$ cat src/rtl/core/point_in_polygon_tester_defines.svh
// ----------------------------------------------------------------------------
// Assertion macros for the point-in-polygon tester
// Checks run in simulation and compile to nothing in synthesis.
// ----------------------------------------------------------------------------
`ifndef POINT_IN_POLYGON_TESTER_DEFINES_SVH
`define POINT_IN_POLYGON_TESTER_DEFINES_SVH

`ifndef SYNTHESIS

// Property must hold at every clock edge outside reset.
`define PIP_ASSERT(label, clk, rst, prop, msg) \
   label: assert property (@(posedge clk) disable iff (rst) (prop)) else $error(msg);

// Condition must never be seen at a clock edge outside reset.
`define PIP_ASSERT_NEVER(label, clk, rst, cond, msg) \
   label: assert property (@(posedge clk) disable iff (rst) !(cond)) else $error(msg);

`else

`define PIP_ASSERT(label, clk, rst, prop, msg)
`define PIP_ASSERT_NEVER(label, clk, rst, cond, msg)

`endif

`endif

$ cat src/rtl/core/pip_pkg.sv
// ----------------------------------------------------------------------------
// pip_pkg
// Shared types and defaults for the point-in-polygon tester.
// ----------------------------------------------------------------------------
`timescale 1ns / 1ps

package pip_pkg;

   localparam int unsigned MAX_VERTICES_DEF = 64;
   localparam int unsigned COORD_WIDTH_DEF  = 32;

   typedef enum logic {
      OP_LOAD = 1'b0,
      OP_TEST = 1'b1
   } pip_op_type;

   typedef enum logic [2:0] {
      ST_IDLE,
      ST_FIRST,
      ST_EDGE,
      ST_MUL,
      ST_FINISH
   } pip_state_type;

   // steps of the shared multiplier for one edge
   typedef enum logic [2:0] {
      MS_LO_L,
      MS_HI_L,
      MS_LO_R,
      MS_HI_R,
      MS_DRAIN,
      MS_DECIDE
   } pip_step_type;

endpackage

$ cat src/rtl/core/pip_ram.sv
// ----------------------------------------------------------------------------
// pip_ram
// Generic simple dual-port RAM: one write port, one read port, registered read.
// ----------------------------------------------------------------------------
`timescale 1ns / 1ps

module pip_ram #(
   parameter  int unsigned WIDTH = 2 * pip_pkg::COORD_WIDTH_DEF,
   parameter  int unsigned DEPTH = pip_pkg::MAX_VERTICES_DEF,
   localparam int unsigned AW    = (DEPTH > 1) ? $clog2(DEPTH) : 1
) (
   input  logic             clock,
   input  logic             wr_en,
   input  logic [AW-1:0]    wr_addr,
   input  logic [WIDTH-1:0] wr_data,
   input  logic [AW-1:0]    rd_addr,
   output logic [WIDTH-1:0] rd_data
);

   logic [WIDTH-1:0] mem_ff [DEPTH];
   logic [WIDTH-1:0] rd_data_ff;

   always_ff @(posedge clock) begin
      if (wr_en) begin
         mem_ff[wr_addr] <= wr_data;
      end
      rd_data_ff <= mem_ff[rd_addr];
   end

   assign rd_data = rd_data_ff;

endmodule

$ cat config.mk
export PLATFORM = sky130hd
export DESIGN_NAME = pip_ram
export DESIGN_NICKNAME = d
export VERILOG_FILES = /design/src/rtl/core/point_in_polygon_tester_defines.svh /design/src/rtl/core/pip_pkg.sv /design/src/rtl/core/pip_ram.sv
export SDC_FILE = /design/constraint.sdc
export NUM_CORES = 2
export LEC_CHECK = 0
export ABC_CLOCK_PERIOD_IN_PS = 14650
export BUFFER_PORTS_ARGS = -buffer_cell sky130_fd_sc_hd__buf_2
export CAP_MARGIN = 30
export CELL_PAD_IN_SITES_DETAIL_PLACEMENT = 0
export CELL_PAD_IN_SITES_GLOBAL_PLACEMENT = 2
export CORE_MARGIN = 2
export CORE_UTILIZATION = 30
export DETAILED_ROUTE_END_ITERATION = 7
export PLACE_DENSITY_LB_ADDON = 0.2
export SYNTH_ARGS = -nofsm -noshare
export SYNTH_HDL_FRONTEND = slang
export SYNTH_SLANG_ARGS = --single-unit
$ cat constraint.sdc
create_clock -name clock -period 14.65 [get_ports clock]
set_clock_uncertainty 0.05 [all_clocks]
set_input_delay 0.7325 -clock clock [delete_from_list [all_inputs] [get_ports clock]]
set_output_delay 0.7325 -clock clock [all_outputs]
set_load 0.02 [all_outputs]
Word-level counts from Yosys, hierarchy flattened
Memories as Yosys holds them, arrays and structs flattened. A register that Yosys moved wholly into a read port is not among the register bits. Index checks and enable logic that the tools add are counted.

Memories: 1. Input port bits: 78. Register bits after elaboration: 0. Memory bits (writable): 4096. Output and inout bits: 64. Word-level logic and storage cells: 3.

Memories: mem_ff (depth 64, bits a word 64, read ports 1, clocked after memory_dff 1, wr ports 1, line pip_ram.sv:20) `logic [WIDTH-1:0] mem_ff [DEPTH];`.

Mux-type cells: 2.

Operator list (count): 2-to-1 mux 1 bit (2).

Depth between registers and ports, before layout
Word-level depth: 2. Gate-level depth with buffers: 9.

Worst setup path after synthesis
No wires, ideal clock.

Kind: input -> register. Start point: input wr_addr[3]. End point: memory mem_ff[48][0] (netlist name) (enable). Required time: 14.036 ns. Stages on the path: 4. Slack: 8.432 ns. Arrival: 5.604 ns. Cell sequence: clkbuf_1 -> nor2b_1 -> nand4b_1 -> nor3_1.

RTL lines: start: declaration (line pip_ram.sv:14) `input logic [AW-1:0] wr_addr,`; end: declaration (line pip_ram.sv:20).

Straight into the memory's write port.

==> results by group <==
Status
  • Status: finished clean

Critical path
  • CP Capture Type: register
  • CP most frequent cell: buf_4
  • Reg-to-reg startpoint: mem_ff[13][30]
  • Worst Setup Path Type: in -> reg
  • Reg2reg path depth: 5
  • Worst reg2reg path endpoint: rd_data[30]
  • Required time worst endpoint: 15520 ps
  • Crit path largest cell delay: 730 ps
  • Crit-path cells: buf_8 > buf_4 > buf_4 > buf_4 > buf_4 > mux4_2 > a22oi_1 > nand3_1 > and3_1
  • Critical path data arrival time: between 5000 and 6000 ps
  • Worst Path Max Fanout: between 60 and 70
  • R2R Setup Slk: about 12000 ps
  • Crit start category: primary input
  • Slowest cell on the critical path: buf_4

STA
  • Hold Violations, Final: 0
  • Final period util: 0.291
  • Smallest setup slack after layout: between 10000 and 15000 ps
  • Least-Margin Pin Slew: 1100 ps
  • Final min period: 4260 ps
  • Final TNS setup: 0 ps
  • Final setup violation count: 0
  • Unrepaired setup endpoints after global routing: false
  • Slew Viols, Final: 0
  • Fmax: ~230 MHz
  • Worst hold slack: roughly 34 ps
  • Max-slew headroom: 0.265

Global route
  • Largest net degree at the start of global routing: about 110
  • First-pass GRT wire length: 688 mm
  • Number of global-route vias before repair: 78000
  • Overflow after GRT: 0
  • Antenna violations before repair: 61
  • Total track usage: 0.189

Power
  • Pint: ~20 mW
  • Switching Share: 0.219
  • Total power: roughly 26 mW
  • Sequential power share: 0.512
  • VDD IR max: slightly below 0.1 mV
  • Leak pwr: ~57 nW
  • P_sw: 5.66 mW
  • Clk pwr share: 0.440
  • Pwr per Cell Area: 141 mW/mm²
  • Comb power frac: 0.048

Yosys
  • Leading area contributor after synthesis: edfxtp_1
  • Mean Syn Cell Area: ~24 µm²
  • Post-synthesis sequential area ratio: 0.795
  • Synth Register Bits: between 4000 and 5000
  • Yosys cell types: 33
  • Top cell type's share of synthesized area: 0.787
  • Mapped Area: 0.156 mm²
  • Synth Net Count: 6676
  • Synth top area cells: edfxtp_1 (79%), mux4_2 (15%), mux2i_1 (0.86%)
  • Ys Warns: 0
  • Synth Instances: about 6600

Placement
  • HPWL after DPL: approximately 280 mm
  • Place WS: 9190 ps
  • Port bufs: ~140
  • GPL Wtd Cong: between 0.7 and 0.8
  • Placed Cells: 13600

Clock tree
  • Clock buffer depth: 4
  • H-tree depth: 5
  • Hold_buf cts: 11
  • CTS root buffer: clkbuf_16
  • Post-CTS setup repair buffer count: 0
  • Post-CTS resize count: 0
  • Clock Sink Count: around 4200
  • CTS buffer count: approximately 440
  • CTS tree: done
  • Worst-Skew Late Latency: 1040 ps
  • Worst-path clk slew: ~60 ps

Worst hold path
  • Cells on Worst Hold Path: 1
  • HP Class: in -> reg
  • Hold endpoint: mem_ff[12][25]
  • Hold Crit Start: wr_data[25]

Floorplan
  • Die extent in x: a little over 700 µm
  • Die Ht: a little over 700 µm
  • Die area: between 0.5 and 0.6 mm²
  • Top-level I/O count: about 140
  • Row Count: between 200 and 300
  • Core box area: 0.520 mm²
  • Initial core utilization: 0.301

Detailed routing
  • DR DRC count: 0
  • DRT Pass-1 Iters: 7
  • DR WL/cell: between 30 and 40 µm
  • Via count: 75100
  • Total wire length: 507 mm
  • DRT iter0 DRCs: 8078
  • DR vias/cell: between 5 and 6
  • Detail Route Antenna Nets: 0

Final layout
  • Fin nets: around 7300
  • Finished Layout Cells: 14500
  • Layout cells sized above 1: 0.298
  • P&R area growth vs syn: 17.6%

Flow run
  • Maxcap violations: 0
[cells in the mapped netlist]
master        n
or3b_2        1
nand4b_1      1
a22o_1       88
buf_6         6
dfxtp_1      64
a31o_1        1
clkbuf_1    140
nand2_1      58
mux4_2     1024
nor2_1      112
nor2b_1      28
buf_1        20
and2_1        3
and3_1       64
mux2i_1     135
a2bb2oi_1    19
nand3_1      45
a31oi_1      18
or3_1        29
nand3b_1      2
or2_2        28
a211oi_1     63
buf_4        34
inv_1        19
nor3_1        2
a22oi_1     168
nand2b_1     11
edfxtp_1   4096
buf_2       170
o221ai_1     38
a41oi_1      26
o22ai_1      83
nand4_1       2
[final cells by class]
| class | count | area [µm²] |
|---|---|---|
| clock inverters | 246 | 2640 |
| repair buffers | 517 | 5260 |
| inverters | 19 | 71.3 |
| flip-flops and latches | 4160 | 124000 |
| multi-input cells | 2049 | 30800 |
| fillers | 48000 | 336000 |
| diodes | 19 | 47.5 |
| clock buffers | 580 | 12100 |
| well taps | 6942 | 8690 |
[routing by layer]
layer	part of all wire	global-route usage
met5	0.000059	0
met4	0.021	0.0389
met3	0.047	0.0221
met2	0.50	0.324
met1	0.43	0.258
[cells in the final DEF (no fill, tap or decap), types with 80 or more instances in the layout]
cell       count
edfxtp_1    4096
mux4_2      1024
clkbuf_16    446
buf_4        222
a22oi_1      168
buf_2        138
mux2i_1      135
clkbuf_1      95
a22o_1        88
o22ai_1       83
clkinv_2      81
buf_12        80
[flip-flops by register name (all words and copies together), names as in the netlist]
register / flops
rd_data: 64
mem_ff: 4096
[power by group through the flow]
stage	combinational [mW]	sequential, mW	clock (mW)
global route	1.33	13.2	12.1
finish	1.25	13.2	11.4
floorplan	0.614	13.5	0
global placement	1.19	13.5	0
CTS	1.23	13.2	11.6
detailed placement	1.23	13.5	0
[through the flow]
step                      utilization  area [µm²]
after floorplan                     -      156000
after global placement          0.320      166000
after detailed placement        0.322      168000
after CTS                       0.351      182000
after global routing            0.354      184000
final                           0.354      184000
[worst max-delay path, delay by kind of cell]
kind	cells	cell delay, ps
AOI/OAI and AO/OA	1	240
muxes	1	400
and+or+nand+nor	2	440
buffers and inverters	5	3120
[worst max path at each step]
stage / start / slack (ps) / to
2_1_floorplan: wr_addr[3] / 8430 / mem_ff[48][0]
3_3_place_gp: rd_addr[0] / 9050 / rd_data[22]
3_5_place_dp: rd_addr[0] / 9190 / rd_data[22]
4_1_cts: rd_addr[0] / 10320 / rd_data[22]
5_1_grt: rd_addr[0] / 10050 / rd_data[22]
6_report: rd_addr[1] / 10390 / rd_data[2]
[cells by family after synthesis]
logic type | synth area share
AOI/OAI and AO/OA | 0.0248
DFF | 0.795
and+or+nand+nor | 0.0124
buffers and inverters | 0.0118
muxes | 0.156
Note: power is estimated with default switching activity, not from simulation.
